<file path="config.mk">
export PLATFORM = sky130hd
export DESIGN_NAME = sync_marker_pixel_frame_receiver
export DESIGN_NICKNAME = d
export VERILOG_FILES = /design/src/rtl/smpfr_pkg.sv /design/src/rtl/sync_marker_pixel_frame_receiver.sv /design/src/rtl/smpfr_hunt.sv /design/src/rtl/smpfr_pixel.sv
export VERILOG_INCLUDE_DIRS = /design/src /design/src/rtl
export SDC_FILE = /design/constraint.sdc
export NUM_CORES = 1
export LEC_CHECK = 0
export BUFFER_PORTS_ARGS = -buffer_cell sky130_fd_sc_hd__buf_2
export CORE_MARGIN = 10
export CORE_UTILIZATION = 57
export CTS_CLUSTER_DIAMETER = 100
export DETAILED_ROUTE_END_ITERATION = 7
export GPL_TIMING_DRIVEN = 0
export PLACE_DENSITY = 0.83
export SYNTH_ARGS = -nofsm -noshare
export SYNTH_HDL_FRONTEND = slang
export SYNTH_SLANG_ARGS = --single-unit
</file>
<file path="constraint.sdc">
create_clock -name clk -period 3.6 [get_ports clk]
set_input_delay 0.72 -clock clk [delete_from_list [all_inputs] [get_ports clk]]
set_output_delay 0.72 -clock clk [all_outputs]
set_load 0.01 [all_outputs]
</file>
<file path="src/rtl/sync_marker_pixel_frame_receiver_assert.svh">
// assertion macros used by the frame receiver top level
`ifndef SYNC_MARKER_PIXEL_FRAME_RECEIVER_ASSERT_SVH
`define SYNC_MARKER_PIXEL_FRAME_RECEIVER_ASSERT_SVH

// same-cycle implication, checked out of reset
`define SMPFR_ASSERT_NOW(label, ck, rn, ante, cons, msg) \
  label: assert property (@(posedge ck) disable iff (!(rn)) (ante) |-> (cons)) \
    else $error(msg);

// next-cycle implication, checked out of reset
`define SMPFR_ASSERT_NEXT(label, ck, rn, ante, cons, msg) \
  label: assert property (@(posedge ck) disable iff (!(rn)) (ante) |=> (cons)) \
    else $error(msg);

`endif

</file>
<file path="src/rtl/smpfr_pkg.sv">
// shared constants and types of the sync marker pixel frame receiver
package smpfr_pkg;

  localparam int BYTE_W     = 8;
  localparam int PIX_W      = 16;
  localparam int POS_W      = 10;
  localparam int CFG_W      = 11;
  localparam int CFG_IDX_W  = 1;
  localparam int MATCH_W    = 3;
  localparam int MARKER_LEN = 5;

  localparam int MAX_SIDE_DEF = 1024;

  // register indexes
  localparam logic [CFG_IDX_W-1:0] REG_FRAME_WIDTH  = 1'b0;
  localparam logic [CFG_IDX_W-1:0] REG_FRAME_HEIGHT = 1'b1;

  localparam logic [CFG_W-1:0] FRAME_WIDTH_RST  = 11'd320;
  localparam logic [CFG_W-1:0] FRAME_HEIGHT_RST = 11'd240;

  // control from the top level to the pixel assembler
  typedef struct packed {
    logic step;   // a byte is consumed while receiving
    logic start;  // marker just completed, clear frame position
  } pix_ctrl_t;

  // pixel assembler outcome for the byte in the input register
  typedef struct packed {
    logic             emit;       // this byte completes a pixel
    logic             frame_end;  // completed pixel is the last of the frame
    logic [PIX_W-1:0] pixel_word;
    logic [POS_W-1:0] column;
    logic [POS_W-1:0] row;
  } pix_res_t;

endpackage

</file>
<file path="src/rtl/sync_marker_pixel_frame_receiver.sv">
// top level of the sync marker pixel frame receiver
// path: an accepted item is registered in the input register and decoded there; a pixel it
//   completes is loaded into the result register and shown on out_valid
// throughput: one item per cycle; a held result stalls only an item that completes a pixel
// reset: synchronous active low; block hunts for the marker, frame size 320 x 240
module sync_marker_pixel_frame_receiver #(
  parameter int MAX_SIDE = smpfr_pkg::MAX_SIDE_DEF
) (
  input  logic                           clk,
  input  logic                           rst_n,
  // byte input
  input  logic                           in_valid,
  output logic                           in_ready,
  input  logic [smpfr_pkg::BYTE_W-1:0]    in_rx_byte,
  // pixel output
  output logic                           out_valid,
  input  logic                           out_ready,
  output logic [smpfr_pkg::PIX_W-1:0]     out_pixel_word,
  output logic [smpfr_pkg::POS_W-1:0]     out_column,
  output logic [smpfr_pkg::POS_W-1:0]     out_row,
  output logic                           out_frame_end,
  // register writes
  input  logic                           cfg_wr_en,
  input  logic [smpfr_pkg::CFG_IDX_W-1:0] cfg_index,
  input  logic [smpfr_pkg::CFG_W-1:0]     cfg_data
);
  import smpfr_pkg::*;

`include "sync_marker_pixel_frame_receiver_assert.svh"

  // size registers
  logic [CFG_W-1:0] frame_width_r;
  logic [CFG_W-1:0] frame_height_r;

  // input register
  logic              in_vld_r;
  logic              in_vld_nxt;
  logic [BYTE_W-1:0] in_byte_r;

  // hunting / receiving mode
  logic receiving_r;
  logic receiving_nxt;

  // result register
  logic              out_vld_r;
  logic              out_vld_nxt;
  logic [PIX_W-1:0]  out_pix_r;
  logic [POS_W-1:0]  out_col_r;
  logic [POS_W-1:0]  out_row_r;
  logic              out_end_r;

  logic      hit;
  logic      produce;
  logic      advance;
  logic      load_out;
  pix_ctrl_t pctl;
  pix_res_t  pres;

  // the held byte yields a pixel only in receiving mode on the second byte
  assign produce = receiving_r && pres.emit;
  // held byte moves on unless its pixel has nowhere to go
  assign advance  = in_vld_r && (!produce || !out_vld_r || out_ready);
  assign in_ready = !in_vld_r || advance;
  assign load_out = advance && produce;

  assign pctl.step  = advance && receiving_r;
  assign pctl.start = advance && !receiving_r && hit;

  smpfr_hunt u_hunt (
    .clk     (clk),
    .rst_n   (rst_n),
    .step    (advance && !receiving_r),
    .rx_byte (in_byte_r),
    .hit     (hit)
  );

  smpfr_pixel #(
    .MAX_SIDE (MAX_SIDE)
  ) u_pixel (
    .clk          (clk),
    .rst_n        (rst_n),
    .ctrl         (pctl),
    .rx_byte      (in_byte_r),
    .frame_width  (frame_width_r),
    .frame_height (frame_height_r),
    .res          (pres)
  );

  // mode: marker enters receiving, last pixel of the frame returns to hunting
  always_comb begin
    receiving_nxt = receiving_r;
    if (pctl.start) begin
      receiving_nxt = 1'b1;
    end else if (load_out && pres.frame_end) begin
      receiving_nxt = 1'b0;
    end
  end

  always_comb begin
    in_vld_nxt = in_vld_r;
    if (in_valid && in_ready) begin
      in_vld_nxt = 1'b1;
    end else if (advance) begin
      in_vld_nxt = 1'b0;
    end
  end

  always_comb begin
    out_vld_nxt = out_vld_r;
    if (load_out) begin
      out_vld_nxt = 1'b1;
    end else if (out_ready) begin
      out_vld_nxt = 1'b0;
    end
  end

  always_ff @(posedge clk) begin
    if (!rst_n) begin
      frame_width_r  <= FRAME_WIDTH_RST;
      frame_height_r <= FRAME_HEIGHT_RST;
      in_vld_r       <= 1'b0;
      receiving_r    <= 1'b0;
      out_vld_r      <= 1'b0;
    end else begin
      in_vld_r    <= in_vld_nxt;
      receiving_r <= receiving_nxt;
      out_vld_r   <= out_vld_nxt;
      if (cfg_wr_en) begin
        case (cfg_index)
          REG_FRAME_WIDTH:  frame_width_r  <= cfg_data;
          REG_FRAME_HEIGHT: frame_height_r <= cfg_data;
          default: ;
        endcase
      end
    end
  end

  // payload registers
  always_ff @(posedge clk) begin
    if (in_valid && in_ready) begin
      in_byte_r <= in_rx_byte;
    end
    if (load_out) begin
      out_pix_r <= pres.pixel_word;
      out_col_r <= pres.column;
      out_row_r <= pres.row;
      out_end_r <= pres.frame_end;
    end
  end

  assign out_valid      = out_vld_r;
  assign out_pixel_word = out_pix_r;
  assign out_column     = out_col_r;
  assign out_row        = out_row_r;
  assign out_frame_end  = out_end_r;

  // half-built pixel only exists while receiving
  `SMPFR_ASSERT_NOW(a_pair_only_receiving, clk, rst_n, pres.emit, receiving_r, "pixel pairing while hunting")
  // marker completion switches to receiving with a fresh pair
  `SMPFR_ASSERT_NEXT(a_marker_starts, clk, rst_n, pctl.start, receiving_r && !pres.emit, "marker did not start frame")
  // last pixel of the frame drops back to hunting
  `SMPFR_ASSERT_NEXT(a_end_hunts, clk, rst_n, load_out && pres.frame_end, !receiving_r, "frame end did not resume hunt")
  // a loaded result is always presented
  `SMPFR_ASSERT_NEXT(a_load_shows, clk, rst_n, load_out, out_valid, "loaded pixel not shown")

endmodule

</file>
<file path="src/rtl/smpfr_hunt.sv">
// marker matcher: tracks how much of the start marker has been seen
module smpfr_hunt (
  input  logic                        clk,
  input  logic                        rst_n,
  input  logic                        step,
  input  logic [smpfr_pkg::BYTE_W-1:0] rx_byte,
  output logic                        hit
);
  import smpfr_pkg::*;

  logic [MATCH_W-1:0] match_r;
  logic [MATCH_W-1:0] match_nxt;
  logic [MATCH_W-1:0] advanced;

  // ascii START
  function automatic logic [BYTE_W-1:0] marker_char(input logic [MATCH_W-1:0] idx);
    logic [BYTE_W-1:0] ch;
    case (idx)
      3'd0:    ch = 8'h53;
      3'd1:    ch = 8'h54;
      3'd2:    ch = 8'h41;
      3'd3:    ch = 8'h52;
      3'd4:    ch = 8'h54;
      default: ch = 8'h00;
    endcase
    return ch;
  endfunction

  always_comb begin
    if ((match_r < MATCH_W'(MARKER_LEN)) && (rx_byte == marker_char(match_r))) begin
      advanced = match_r + MATCH_W'(1);
    end else if (rx_byte == marker_char(MATCH_W'(0))) begin
      // mismatch restarts, but the byte may itself open the marker
      advanced = MATCH_W'(1);
    end else begin
      advanced = '0;
    end
  end

  assign hit = (advanced == MATCH_W'(MARKER_LEN));

  always_comb begin
    match_nxt = match_r;
    if (step) begin
      match_nxt = hit ? '0 : advanced;
    end
  end

  always_ff @(posedge clk) begin
    if (!rst_n) begin
      match_r <= '0;
    end else begin
      match_r <= match_nxt;
    end
  end

endmodule

</file>
<file path="src/rtl/smpfr_pixel.sv">
// pixel assembler: pairs bytes into pixels and walks the frame position
module smpfr_pixel #(
  parameter int MAX_SIDE = smpfr_pkg::MAX_SIDE_DEF
) (
  input  logic                        clk,
  input  logic                        rst_n,
  input  smpfr_pkg::pix_ctrl_t        ctrl,
  input  logic [smpfr_pkg::BYTE_W-1:0] rx_byte,
  input  logic [smpfr_pkg::CFG_W-1:0]  frame_width,
  input  logic [smpfr_pkg::CFG_W-1:0]  frame_height,
  output smpfr_pkg::pix_res_t         res
);
  import smpfr_pkg::*;

  localparam int CNT_W  = $clog2(MAX_SIDE);
  localparam int SIDE_W = $clog2(MAX_SIDE + 1);
  localparam int CMP_W  = (SIDE_W > CFG_W) ? SIDE_W : CFG_W;

  logic [BYTE_W-1:0] high_r;
  logic [BYTE_W-1:0] high_nxt;
  logic              second_r;
  logic              second_nxt;
  logic [CNT_W-1:0]  col_r;
  logic [CNT_W-1:0]  col_nxt;
  logic [CNT_W-1:0]  row_r;
  logic [CNT_W-1:0]  row_nxt;

  logic [SIDE_W-1:0] width_eff;
  logic [SIDE_W-1:0] height_eff;
  logic [SIDE_W-1:0] col_inc;
  logic [SIDE_W-1:0] row_inc;
  logic              last_col;
  logic              last_pix;

  // zero reads as one, oversize clamps to the largest side
  function automatic logic [SIDE_W-1:0] eff_side(input logic [CFG_W-1:0] v);
    logic [CMP_W-1:0] ext;
    logic [SIDE_W-1:0] side;
    ext = CMP_W'(v);
    if (ext == '0) begin
      side = SIDE_W'(1);
    end else if (ext > CMP_W'(MAX_SIDE)) begin
      side = SIDE_W'(MAX_SIDE);
    end else begin
      side = SIDE_W'(ext);
    end
    return side;
  endfunction

  assign width_eff  = eff_side(frame_width);
  assign height_eff = eff_side(frame_height);
  assign col_inc    = SIDE_W'(col_r) + SIDE_W'(1);
  assign row_inc    = SIDE_W'(row_r) + SIDE_W'(1);
  assign last_col   = (col_inc >= width_eff);
  assign last_pix   = last_col && (row_inc >= height_eff);

  assign res.emit       = second_r;
  assign res.frame_end  = last_pix;
  assign res.pixel_word = {high_r, rx_byte};
  assign res.column     = POS_W'(col_r);
  assign res.row        = POS_W'(row_r);

  always_comb begin
    high_nxt   = high_r;
    second_nxt = second_r;
    col_nxt    = col_r;
    row_nxt    = row_r;
    if (ctrl.start) begin
      second_nxt = 1'b0;
      col_nxt    = '0;
      row_nxt    = '0;
    end else if (ctrl.step) begin
      if (!second_r) begin
        high_nxt   = rx_byte;
        second_nxt = 1'b1;
      end else begin
        second_nxt = 1'b0;
        if (last_pix) begin
          col_nxt = '0;
          row_nxt = '0;
        end else if (last_col) begin
          col_nxt = '0;
          row_nxt = CNT_W'(row_inc);
        end else begin
          col_nxt = CNT_W'(col_inc);
        end
      end
    end
  end

  always_ff @(posedge clk) begin
    if (!rst_n) begin
      second_r <= 1'b0;
      col_r    <= '0;
      row_r    <= '0;
    end else begin
      second_r <= second_nxt;
      col_r    <= col_nxt;
      row_r    <= row_nxt;
    end
  end

  always_ff @(posedge clk) begin
    high_r <= high_nxt;
  end

endmodule
</file>
* Yosys cells after proc, flatten, opt, wreduce, memory -nomap -nowiden
Cells that the tools add are included.
** Operators by class
- Eq/ne operators :: 7
- Divide/modulo/power cells :: 0
- Multipliers :: 0
- Order comparisons :: 5
- Shift operators :: 0
- Muxes and demuxes :: 19
- Bitwise gates (word level) :: 4
- $add $sub $neg :: 3
- Reductions and logical operators :: 31
** Operators by type and width (number)
- $mux W11 :: 4
- $mux W10 :: 4
- $pmux W7 S4 :: 1
- $add A10 B1 Y11 const B :: 2
- $ge A11 B11 Y1 :: 2
- $gt A11 B11 Y1 const B :: 2
- $logic_not A11 Y1 :: 2
- $logic_and A1 B1 Y1 :: 10
- $eq A8 B7 Y1 :: 1
- $eq A8 B7 Y1 const B :: 1
- $mux W1 :: 8
- $reduce_bool A2 Y1 :: 4
- $eq A3 B2 Y1 const B :: 2
- $eq A3 B3 Y1 const B :: 2
- $mux W3 :: 2
- $reduce_and A2 Y1 :: 3
- $reduce_and A3 Y1 :: 2
- $logic_not A1 Y1 :: 4
- $not A1 Y1 :: 4
- $reduce_or A2 Y1 :: 2
- $add A3 B1 Y3 const B :: 1
- $eq A3 B1 Y1 const B :: 1
- $logic_not A3 Y1 :: 1
- $logic_or A1 B1 Y1 :: 3
- $lt A3 B3 Y1 const B :: 1
** Word-level totals
- Input port bits :: 25
- Output and inout bits :: 39
- Bits in latches :: 0
- Memories kept :: 0
- Bits in registers :: 102
- RAM bits :: 0
- Memory bits (read-only) :: 0

* Longest topological paths before layout
Gate-level depths: netlist of run 1.
- Depth in word-level cells :: 10
- Mapped depth :: 14
- Mapped depth without buffers :: 13

* Modules after synthesis
A second synthesis of run 1 with hierarchy kept.
** Second synthesis, totals
- Cells, all modules :: 446
- Area, all modules :: 4775.8 um^2
** Modules (own cells, without submodules)
- sync_marker_pixel_frame_receiver :: cells each 162, times used 1, seq. area each 1851.8 um^2, area each 2308.5 um^2
- smpfr_pixel :: cells each 239, times used 1, seq. area each 660.6 um^2, area each 2098.3 um^2
- smpfr_hunt :: cells each 45, times used 1, seq. area each 60.1 um^2, area each 369.1 um^2

* Worst setup path before layout of run 1
Ideal clock, no wire load.
- Path type :: reg-to-reg
- Start :: reg u_pixel.col_r[0]
- End :: reg u_pixel.row_r[2]
- Buffers on the path :: 1
- Required time :: 3.526 ns
- Data arrival time :: 3.085 ns
- Path slack :: 0.440 ns
- Library setup time :: 0.074 ns
- Cell stages (with the launch flop) :: 14
- Period minus slack after synthesis :: 3.160 ns
- Cell sequence :: dfxtp_1 -> ha_1 -> and3_1 -> clkbuf_1 -> and3_1 -> nand3_1 -> xnor2_1 -> ha_1 -> and4_1 -> nand2_1 -> o22ai_2 -> o21ai_1 -> or4b_1 -> a31oi_1
** Between the ends
- Longest elaborated chain between the ends :: 5
- Elaborated cells between the ends (all ways) :: 6
** Ends and longest elaborated chain
- start: declaration :: line smpfr_pixel.sv:23 : logic [CNT_W-1:0] col_r;
- start signal: assignment :: line smpfr_pixel.sv:98 : col_r <= col_nxt;
- $add A10 B1 Y11 (*) :: line smpfr_pixel.sv:52 : assign col_inc = SIDE_W'(col_r) + SIDE_W'(1);
- $ge A11 B11 Y1 (*) :: line smpfr_pixel.sv:54 : assign last_col = (col_inc >= width_eff);
- $logic_and A1 B1 Y1 :: line smpfr_pixel.sv:55 : assign last_pix = last_col && (row_inc >= height_eff);
- $reduce_bool A2 Y1 (no line)
- $reduce_and A3 Y1 (no line)
- end signal: assignment :: line smpfr_pixel.sv:99 : row_r <= row_nxt;
- end: declaration :: line smpfr_pixel.sv:25 : logic [CNT_W-1:0] row_r;
Mark *: on every way between the ends. The rest lies on a longest branch, timed or not.
A chain may end at the register's enable or synchronous reset.

* Final worst setup path of run 1
- Start :: reg u_pixel.col_r[1]
- End :: reg u_pixel.row_r[2]
The elaborated chain is that of the path after synthesis.

==> summary.txt, run 1 <==
Final min period = 3.39 ns
Met3 Wirelength = 625 µm
CTS Sinks = 102
Largest family of logic cells by synthesized area = simple AND/OR/NAND/NOR gates
Full die area = 0.0123 mm²
Register bit total from synthesis = 102
Synth top area cells = edfxtp_1 34%, dfxtp_1 21%, ha_1 7.4%
DRT Pass-1 Iters = 4
Synthesized-area fraction occupied by adder cells = 7.42%
Final Hold Vio Count = 0
Top_reg_cell synth = edfxtp_1
Min-Delay Path Class = register to register
Routed WL = 10100 µm
FF/Latch Area = 0.00257 mm²
Top cell type's share of synthesized area = 33.7%
Worst Skew = 0.0151 ns
Largest area contributor in the netlist = edfxtp_1
Unique masters post-synth = 50
Max-cap violations = 0
Row count = 33
Insertion delay to the later sink of the worst-skew pair = 0.37 ns
Worst-Margin Slew = 0.967 ns
FFs w/ async S/R, synth = 0%
# nets final = 580
Simple-gate share of the synthesized area = 21.1%
Met2 routed WL = 5200 µm
Mux cell area share after synthesis = 0.636%
GPL Wtd Cong = 0.787
Initial antenna violation count = 0
Number of synthesized flops with an enable pin = 53
Root Driver = clkbuf_8
Critical path startpoint category = register
Die H = 111 µm
Status = finished, final reports clean
Maximum buffer depth of the clock tree = 2
Routed len/inst = 15.9 µm
Max IR drop VDD = 312 µV
Mapped Nets = 504
DR iter-0 viols = 159
Via count of the first global-routing pass = 3473
Area of the multi-input gates = 0.00205 mm²
Worst path required time = 3.90 ns
Share of cells above drive strength 1 = 20.7%
Core ar. = 0.00813 mm²
Largest net degree at the start of global routing = 43
CTS tree = done
Worst rel slew slack = 35.5%
Post-Syn Area = 0.00472 mm²
Compound-Gate Fraction of Synth Area = 9.46%
Post-route DRC violation count = 0
Area growth from synthesis to layout = 15.3%
WP data arrival = 3.69 ns
Port Buffer Count = 62
Count of final max-slew check failures = 0
GR Overflow Total = 0
TritonCTS Buffers = 9
Cell Pwr Density = 406 mW/mm²
Critical Path Fanout Max = 6
First-pass GRT wire length = 16500 µm
Cell count after synthesis = 451
Post-DRT Antenna Nets = 0
Hpwl dp = 7320 µm
Worst Setup Path Type = register to register
Placed cell count = 618
Clock transition at path regs = 0.10 ns
# diodes = 0
Syn Area/Cell = 10.5 µm²
Vias per inst = 5.65
Fillers = 601
Tcrit/Tclk final = 94.1%
Total global-route track usage = 15.7%
Met1 wire length = 4170 µm
DIE WIDTH = 111 µm
Fin cells = 637
Final setup viols = 0
Register area share after synthesis = 54.5%
Xor/xnor share of the synthesized area = 3.90%
Fmax = 295 MHz
Initial core utilization = 58.1%
Uppermost layer routed = met4
Yosys warnings = 0
H-tree levels = 3
Pwr Total = 0.00221 W
Detailed-route via count = 3597
Hold_buf cts = 0
Critical path endpoint category = register
Pleak = 2.14 nW
IO Count = 64
## power by group
group / internal, W / total (W) / switching (W)
combinational: 0.0000652 / 0.000157 / 0.0000922
clock: 0.000342 / 0.000771 / 0.000430
sequential: 0.00125 / 0.00128 / 0.0000340
## area by class of cell
class | instances | share of cell area, %
well taps | 105 | 2.41
clock inverters | 7 | 1.79
repair buffers | 64 | 5.97
plain buffers | 16 | 1.75
clock buffers | 9 | 2.27
multi-input cells | 321 | 37.6
inverters | 13 | 0.896
flip-flops and latches | 102 | 47.3
## Yosys cell counts (8+ instances only)
library cell and number:
nand2_1 91, a21oi_1 29, xor2_1 8, a31oi_1 10, clkbuf_1 12, nor2_1 17, nand3_1 28, edfxtp_1 53
inv_1 11, xnor2_1 13, dfxtp_1 49, ha_1 28, o21ai_0 8, and3_1 8
## per-stage QoR
step	utilization (%)	setup TNS, ns	setup WS, ns	hold WS (ns)	cell area (µm²)
after floorplan	-	0	0.440	0.400	4720
after global placement	63.5	-1.20	-0.131	0.404	5160
after detailed placement	63.5	-1.17	-0.134	0.405	5160
after CTS	66.3	0	0.0698	0.430	5390
after global routing	66.9	-0.0155	-0.00651	0.443	5450
final	66.9	0	0.213	0.431	5450
## routing by layer
metal | vias up | global-route usage, %
li1 | 1772 | -
met1 | 1689 | 18.7
met2 | 118 | 27.2
met3 | 18 | 4.27
met4 | 0 | 4.63
met5 | - | 0
## cells by family (layout without fill, tap and decap cells)
logic type | Yosys count | count (layout)
adder cells (fa/ha/maj) | 28 | 28
buffers and inverters | 29 | 109
AO/OA/AOI/OAI | 70 | 71
flip-flops | 102 | 102
multiplexers | 3 | 3
XOR/XNOR | 21 | 21
AND/OR/NAND/NOR | 198 | 198
## final timing paths
| path | from | end | cells past startpoint | slack (ns) |
|---|---|---|---|---|
| worst min-delay path | u_pixel.high_r[3]$_DFFE_PP_ | out_pixel_word[11]$_DFFE_PP_ | 0 | 0.43 |
| worst min register to register | u_pixel.high_r[3]$_DFFE_PP_ | out_pixel_word[11]$_DFFE_PP_ | 0 | 0.43 |
| worst max-delay path | u_pixel.col_r[1]$_SDFFE_PP0P_ | u_pixel.row_r[2]$_SDFFE_PP0P_ | 13 | 0.21 |
| worst max register to register | u_pixel.col_r[1]$_SDFFE_PP0P_ | u_pixel.row_r[2]$_SDFFE_PP0P_ | 13 | 0.21 |
## critical path, cell delays in order (launching register included)
cell and delay [ns]:
dfxtp_1 0.40, ha_1 0.25, and3_1 0.17, clkbuf_1 0.19, and3_1 0.24, nand3_1 0.12, xnor2_1 0.19, ha_1 0.30
and4_1 0.23, nand2_1 0.11, o22ai_4 0.29, o21ai_4 0.13, or4b_1 0.53, a31oi_1 0.18
## cell usage in the layout (no fill, tap or decap), types with 2 or more instances in the layout
cell,netlist,routed
a211oi_1,2,2
a21o_1,2,2
a21oi_1,29,29
a21oi_2,7,7
a22oi_1,3,3
a31oi_1,10,10
and2_1,3,3
and3_1,8,8
and4_1,3,3
buf_2,1,64
buf_4,0,2
buf_6,2,2
clkbuf_1,12,10
clkbuf_8,0,9
clkinv_1,2,2
clkinv_8,0,2
dfxtp_1,49,47
dfxtp_2,0,2
edfxtp_1,53,53
ha_1,28,28
inv_1,11,10
inv_6,0,3
mux2i_1,3,3
nand2_1,91,91
nand2b_1,7,7
nand3_1,28,28
nand3b_1,5,5
nand4_1,2,2
nand4b_1,4,4
nor2_1,17,15
nor2_2,3,5
nor3_1,7,7
nor3_4,1,2
nor3b_1,2,2
nor4_1,4,4
o21ai_0,8,8
or4_1,2,2
or4b_1,6,6
xnor2_1,13,13
xor2_1,8,8
## registers in the layout (all words and copies together), names as in the netlist, 3 cells and up
name            flops
u_pixel.high_r      8
out_column         10
out_row            10
u_pixel.row_r      10
u_hunt.match_r      3
frame_width_r      11
frame_height_r     11
in_byte_r           8
u_pixel.col_r      10
out_pixel_word     16
## timing repair
action / CTS / global route
pin swaps: 0 / 2
resized for setup: 2 / 11
endpoints found under the hold margin: 0 / 0
buffers inserted: 0 / 2
cloned: 0 / 1
setup endpoints to repair: 10 / 20
Power figures use the tool's default switching activity.
==> run 2: changes to the inputs <==
--- a/config.mk
+++ b/config.mk
@@ -10,8 +10,9 @@
 export CORE_MARGIN = 10
 export CORE_UTILIZATION = 57
+export CTS_BUF_LIST = sky130_fd_sc_hd__clkbuf_16
 export CTS_CLUSTER_DIAMETER = 100
 export DETAILED_ROUTE_END_ITERATION = 7
 export GPL_TIMING_DRIVEN = 0
-export PLACE_DENSITY = 0.83
+export PLACE_DENSITY = 0.79
 export SYNTH_ARGS = -nofsm -noshare
 export SYNTH_HDL_FRONTEND = slang
==> constraint.sdc (replaced) <==
create_clock -name clk -period 3.6 [get_ports clk]
set_input_delay 0.18 -clock clk [delete_from_list [all_inputs] [get_ports clk]]
set_output_delay 0.18 -clock clk [all_outputs]
set_load 0.01 [all_outputs]
==> summary.txt, run 2 (synthesis gave the netlist of run 1 again) <==
Status = finished, final reports clean
Pwr Total = 0.00246 W (+12%)
Share of cells above drive strength 1 = 19.7% (-0.98 points)
Critical-path top delay cell = or4_1
Pleak = 2.20 nW (+2.5%)
Max-cap violations = 0 (unchanged)
Post-route DRC violation count = 0 (unchanged)
DIE WIDTH = 111 µm (unchanged)
Fin worst setup slack = 0.245 ns (+0.0320 ns)
RR Startpoint = u_pixel.row_r[0]$_SDFFE_PP0P_
Initial core utilization = 58.1% (unchanged)
RSZ-0062 raised after global routing = no
GPL Wtd Cong = 0.782 (-0.58%)
Count of final max-slew check failures = 0 (unchanged)
Tcrit/Tclk final = 93.2% (-0.89 points)
Initial antenna violation count = 0 (unchanged)
Hpwl dp = 7190 µm (-1.9%)
Insertion delay to the later sink of the worst-skew pair = 0.35 ns (-0.02 ns)
Post-DRT Antenna Nets = 0 (unchanged)
# nets final = 581 (+0.17%)
Root Driver = clkbuf_16
Switching share of power = 23.7% (-1.4 points)
Critical path endpoint category = register
Full die area = 0.0123 mm² (unchanged)
Vias per inst = 5.64 (-0.16%)
Core ar. = 0.00813 mm² (unchanged)
Worst Skew = 0.0102 ns (-0.00489 ns)
TritonCTS Buffers = 9 (unchanged)
Fmax = 298 MHz (+0.95%)
Leading cell types in the layout, fill and taps excluded = 91 x nand2_1, 64 x buf_2, 53 x edfxtp_1
Setup TNS = 0 ns (unchanged)
Min-Delay Startpoint = in_rx_byte[7]
CP Cell Sequence = ha_1, nand3_1, inv_1, and3_1, nand3_1, xnor2_1, ha_1, nand2_1, or4_1, a32oi_1, nor2_2, clkbuf_1, nand3_1, a31oi_1
Worst Setup Path Type = register to register
Final min period = 3.36 ns (-0.0320 ns)
H-tree levels = 3 (unchanged)
IO Count = 64 (unchanged)
Critical path startpoint category = register
Power share of the combinational group = 6.5% (-0.6 points)
CTS Sinks = 102 (unchanged)
CP dominant cell by count = nand3_1
Routed WL = 10000 µm (-1.4%)
Clock power share = 41.5% (+6.6 points)
Int Pwr = 0.00188 W (+14%)
Row count = 33 (unchanged)
Crit-path max cell delay = 0.50 ns (-0.03 ns)
Routed len/inst = 15.7 µm (-1.5%)
Clock transition at path regs = 0.07 ns (-0.03 ns)
Maximum buffer depth of the clock tree = 2 (unchanged)
Setup Fix Bufs, Post-CTS = 0 (unchanged)
CP Launch Point = u_pixel.row_r[0]$_SDFFE_PP0P_
Most common cell after layout, fill and taps aside = nand2_1
Min-Delay Path Class = primary input to register
DRT Pass-1 Iters = 4 (unchanged)
Max FFs per register = 16 (unchanged)
Max IR drop VDD = 236 µV (-24%)
WP data arrival = 3.59 ns (-0.10 ns)
Die H = 111 µm (unchanged)
Final Hold Vio Count = 0 (unchanged)
Worst path required time = 3.83 ns (-0.07 ns)
Pre-CTS worst setup slack = -0.166 ns (-0.0319 ns)
First-pass GRT wire length = 16900 µm (+2.1%)
Critical Path Fanout Max = 10 (+4)
Seq pwr share = 52.0% (-6.0 points)
CTS tree = done
DR iter-0 viols = 179 (+13%)
Fillers = 610 (+1.5%)
Worst rel slew slack = 39.0% (+3.5 points)
Cell Pwr Density = 443 mW/mm² (+9.2%)
Sw power = 0.000585 W (+5.2%)
Final core utilization = 68.3% (+1.4 points)
Via count of the first global-routing pass = 3520 (+1.4%)
Total global-route track usage = 16.3% (+0.51 points)
# diodes = 0 (unchanged)
Port Buffer Count = 62 (unchanged)
GR Overflow Total = 0 (unchanged)
Final setup viols = 0 (unchanged)
Worst-Margin Slew = 0.914 ns (-0.0526 ns)
Detailed-route via count = 3597 (unchanged)
Largest net degree at the start of global routing = 43 (unchanged)
Area growth from synthesis to layout = 17.7%
[run 2: cell type report]
type	instances	area (µm²)	share of cell area [%]
Clock buffer	9	225	4.05
Timing Repair Buffer	67	360	6.48
Multi-Input combinational cell	320	2030	36.5
Sequential cell	102	2570	46.3
Tap cell	105	131	2.36
Buffer	15	90.1	1.62
Clock inverter	7	97.6	1.76
Inverter	13	48.8	0.878
[run 2: final timing paths]
check / endpoint / slack (ns) / cells past startpoint
hold / removal: in_byte_r[7]$_DFFE_PP_ / 0.007 / 1
setup reg to reg: u_pixel.row_r[4]$_SDFFE_PP0P_ / 0.24 / 14
setup / recovery: u_pixel.row_r[4]$_SDFFE_PP0P_ / 0.24 / 14
hold reg to reg: out_pixel_word[11]$_DFFE_PP_ / 0.43 / 0
[run 2: critical path: cells and delay by family, from the launching register on]
family,cells,cell delay [ns]
AO/OA/AOI/OAI,2,0.38
adder cells (fa/ha/maj),2,0.53
buffers and inverters,2,0.37
flip-flops,1,0.41
XOR/XNOR,1,0.18
AND/OR/NAND/NOR,7,1.38
[run 2: power by group through the flow]
| stage | Sequential [W] | Clock, W | Combinational (W) |
|---|---|---|---|
| 4_1_cts | 0.00128 | 0.00103 | 0.000159 |
| 3_5_place_dp | 0.00131 | 0 | 0.000152 |
| 6_report | 0.00128 | 0.00102 | 0.000161 |
| 3_3_place_gp | 0.00130 | 0 | 0.000145 |
| 2_1_floorplan | 0.00130 | 0 | 0.000108 |
| 5_1_grt | 0.00129 | 0.00108 | 0.000183 |
[run 2: through the flow]
step | hold slack (ns) | cell area [µm²] | cells
CTS | 0.000211 | 5540 | 638
global placement | 0.357 | 5160 | 618
detailed placement | 0.359 | 5160 | 618
floorplan | 0.279 | 4720 | 451
global route | 0.00169 | 5560 | 638
finish | 0.00712 | 5560 | 638
[run 2: layer usage]
layer  up-vias  track usage [%]  part of all wire (%)
li1       1783                -                     -
met1      1687             19.8                    43
met2       113             26.8                    49
met3        14             4.33                   6.7
met4         0             6.34                   1.3
met5         -                0                     0
[run 2: what timing repair did]
action                                  in CTS  in global routing
gates cloned                                 0                  0
hold buffers                                 4                  1
resized for setup                            3                  6
pin swaps                                    0                  2
endpoints found under the hold margin        4                  1
endpoints found under the setup margin      10                 22
==> run 3: changes to the inputs <==
Settings changed: ABC_AREA from default to 1, CORE_UTILIZATION 57 to 58, PLACE_DENSITY 0.79 to 0.8.
==> summary.txt, run 3 <==
Simple-gate share of the synthesized area = 25.3% (+4.2 points)
Worst Setup Path Type = register to register
Share of cells above drive strength 1 = 19.1% (-0.59 points)
FFs w/ async S/R, synth = 0% (unchanged)
Via count of the first global-routing pass = 3914 (+11%)
Top_reg_cell synth = edfxtp_1
Count leader, synth = nand2_1
Compound-Gate Fraction of Synth Area = 6.85% (-2.6 points)
CTS Sinks = 102 (unchanged)
GR Overflow Total = 0 (unchanged)
Final setup viols = 0 (unchanged)
Placed cell area = 0.00540 mm² (+4.5%)
Insertion delay to the later sink of the worst-skew pair = 0.34 ns (about the same)
Row count = 33 (unchanged)
Total global-route track usage = 17.0% (+0.79 points)
R2r setup slk = 0.42 ns (+0.18 ns)
IO Count = 64 (unchanged)
DRT Pass-1 Iters = 5 (+1)
Worst path required time = 3.88 ns (+0.05 ns)
CTS tree = done
Setup TNS = 0 ns (unchanged)
Core ar. = 0.00826 mm² (+1.5%)
Most common cell after layout, fill and taps aside = nand2_1
Register area share after synthesis = 52.1% (-2.3 points)
Max FFs per register = 16 (unchanged)
Syn Area/Cell = 8.70 µm² (-17%)
Largest area contributor in the netlist = edfxtp_1
Post-Syn Area = 0.00493 mm² (+4.5%)
Post-DRT Antenna Nets = 0 (unchanged)
Fmax = 315 MHz (+5.6%)
Largest net degree at the start of global routing = 32 (-26%)
# nets final = 697 (+20%)
Detailed-route via count = 4011 (+12%)
Largest family of logic cells by synthesized area = simple AND/OR/NAND/NOR gates
DR iter-0 viols = 175 (-2.2%)
# diodes = 0 (unchanged)
Register bit total from synthesis = 102 (unchanged)
Port Buffer Count = 62 (unchanged)
Cell Pwr Density = 427 mW/mm² (-3.8%)
Finished Cell Area = 0.00574 mm² (+3.3%)
DIE WIDTH = 112 µm (+1.1%)
CP Launch Point = u_pixel.col_r[0]$_SDFFE_PP0P_
Worst rel slew slack = 66.5% (+28 points)
First-pass GRT wire length = 18000 µm (+6.8%)
Placed cell count = 735 (+19%)
Critical path startpoint category = register
Mux cell area share after synthesis = 0% (-0.64 points)
Full die area = 0.0126 mm² (+2.2%)
Cell count after synthesis = 567 (+26%)
Worst Skew = 0.00663 ns (-0.00360 ns)
Critical Path Fanout Max = 10 (unchanged)
TritonCTS Buffers = 9 (unchanged)
Min-Delay Path Class = primary input to register
Routed len/inst = 14.4 µm (-7.9%)
Max IR drop VDD = 230 µV (-2.5%)
Leading cell types in the layout, fill and taps excluded = 115 x nand2_1, 84 x nor2_1, 70 x inv_1
Hpwl dp = 8020 µm (+12%)
Area growth from synthesis to layout = 16.4%
Status = finished, final reports clean
Pleak = 2.49 nW (+14%)
Root Driver = clkbuf_16
WP data arrival = 3.46 ns (-0.13 ns)
RSZ-0062 raised after global routing = no
Final Hold Vio Count = 0 (unchanged)
Most frequent cells after synthesis = 115 x nand2_1, 85 x nor2_1, 68 x inv_1, 53 x edfxtp_1, 49 x dfxtp_1
Hold_buf cts = 0 (-4)
Yosys warnings = 0 (unchanged)
Number of synthesized flops with an enable pin = 53 (unchanged)
Fin cells = 754 (+18%)
Post-route DRC violation count = 0 (unchanged)
Mapped Nets = 620 (+23%)
Top cell type's share of synthesized area = 32.3% (-1.4 points)
GPL Wtd Cong = 0.893 (+14%)
Fillers = 648 (+6.2%)
Unique masters post-synth = 30 (-40%)
CP Cell Sequence = ha_1, nand3_1, nor3_1, nand3_1, nand2_1, inv_1, ha_1, a21oi_1, nor2_1, nor2_1, nand4_1, buf_4, buf_2, nor3_1, a21oi_1, nor2_2
Worst-Margin Slew = 0.502 ns (-0.412 ns)
Initial antenna violation count = 0 (unchanged)
Max-cap violations = 0 (unchanged)
Count of final max-slew check failures = 0 (unchanged)
Min-Delay Startpoint = in_rx_byte[4]
Maximum buffer depth of the clock tree = 2 (unchanged)
Critical-path top delay cell = dfxtp_1
Xor/xnor share of the synthesized area = 1.78% (-2.1 points)
Tcrit/Tclk final = 88.3% (-4.9 points)
Critical path endpoint category = register
Crit-path max cell delay = 0.49 ns (about the same)
Synth top area cells = edfxtp_1 32%, dfxtp_1 20%, nand2_1 8.7%
Die H = 112 µm (+1.1%)
RR Startpoint = u_pixel.col_r[0]$_SDFFE_PP0P_
Vias per inst = 5.32 (-5.6%)
Routed WL = 10900 µm (+8.9%)
Initial core utilization = 59.7% (+1.7 points)
Clock transition at path regs = 0.07 ns (about the same)
H-tree levels = 3 (unchanged)
Synthesized-area fraction occupied by adder cells = 7.10% (-0.32 points)
Final min period = 3.18 ns (-0.178 ns)
==> run 3: per-layer routing <==
| metal | vias to the layer above | wire [µm] | GRT usage, % |
|---|---|---|---|
| met5 | - | 0 | 0 |
| met4 | 0 | 223 | 6.85 |
| met3 | 26 | 651 | 4.21 |
| met2 | 129 | 5490 | 29.7 |
| met1 | 1852 | 4530 | 19.5 |
| li1 | 2004 | - | - |
==> run 3: what timing repair did <==
| action | 4_1_cts | 5_1_grt |
|---|---|---|
| buffers inserted | 0 | 3 |
| endpoints found under the setup margin | 0 | 19 |
| gates resized for setup | 0 | 2 |
==> run 3: report_power, final <==
group	internal, W	switching (W)	total [W]
Clock	0.000607	0.000410	0.00102
Sequential	0.00124	0.0000236	0.00127
Combinational	0.0000599	0.000105	0.000165
==> run 3: kinds of logic (layout without fill, tap and decap cells) <==
family	after synthesis	count (layout)
adder cells (fa/ha/maj)	28	28
AO/OA/AOI/OAI	63	63
AND/OR/NAND/NOR	281	281
flip-flops	102	102
XOR/XNOR	10	10
buffers and inverters	83	165
==> run 3: cell type report <==
cell class	count	area (µm²)	area share (%)
plain buffers	11	67.6	1.18
clock buffers	9	225	3.92
clock inverters	7	88.8	1.55
inverters	72	270	4.71
multi-input cells	382	2030	35.4
flip-flops and latches	102	2570	44.8
well taps	105	131	2.29
repair buffers	66	353	6.15
==> run 3: path summary, 6_finish.rpt <==
path                                   end  depth (start not counted)
max          u_pixel.col_r[7]$_SDFFE_PP0P_                         16
min                 in_byte_r[4]$_DFFE_PP_                          1
max reg2reg  u_pixel.col_r[7]$_SDFFE_PP0P_                         16
min reg2reg    out_pixel_word[8]$_DFFE_PP_                          0
==> run 3: metrics by stage <==
stage          power [W]  setup slack [ns]  hold slack (ns)  util (%)
2_1_floorplan    0.00140             0.976            0.279         -
3_3_place_gp     0.00144             0.349            0.358      65.1
3_5_place_dp     0.00145             0.236            0.358      65.3
4_1_cts          0.00245             0.130           0.0127      69.2
5_1_grt          0.00253             0.219         0.000903      69.5
6_report         0.00245             0.423           0.0106      69.5
==> run 3: worst max-delay path, delay by kind of cell (launching register included) <==
family / cells / cell delay [ns]
flops: 1 / 0.49
fa+ha+maj: 2 / 0.57
buf+inv: 3 / 0.44
simple gates: 9 / 1.40
compound gates: 2 / 0.23
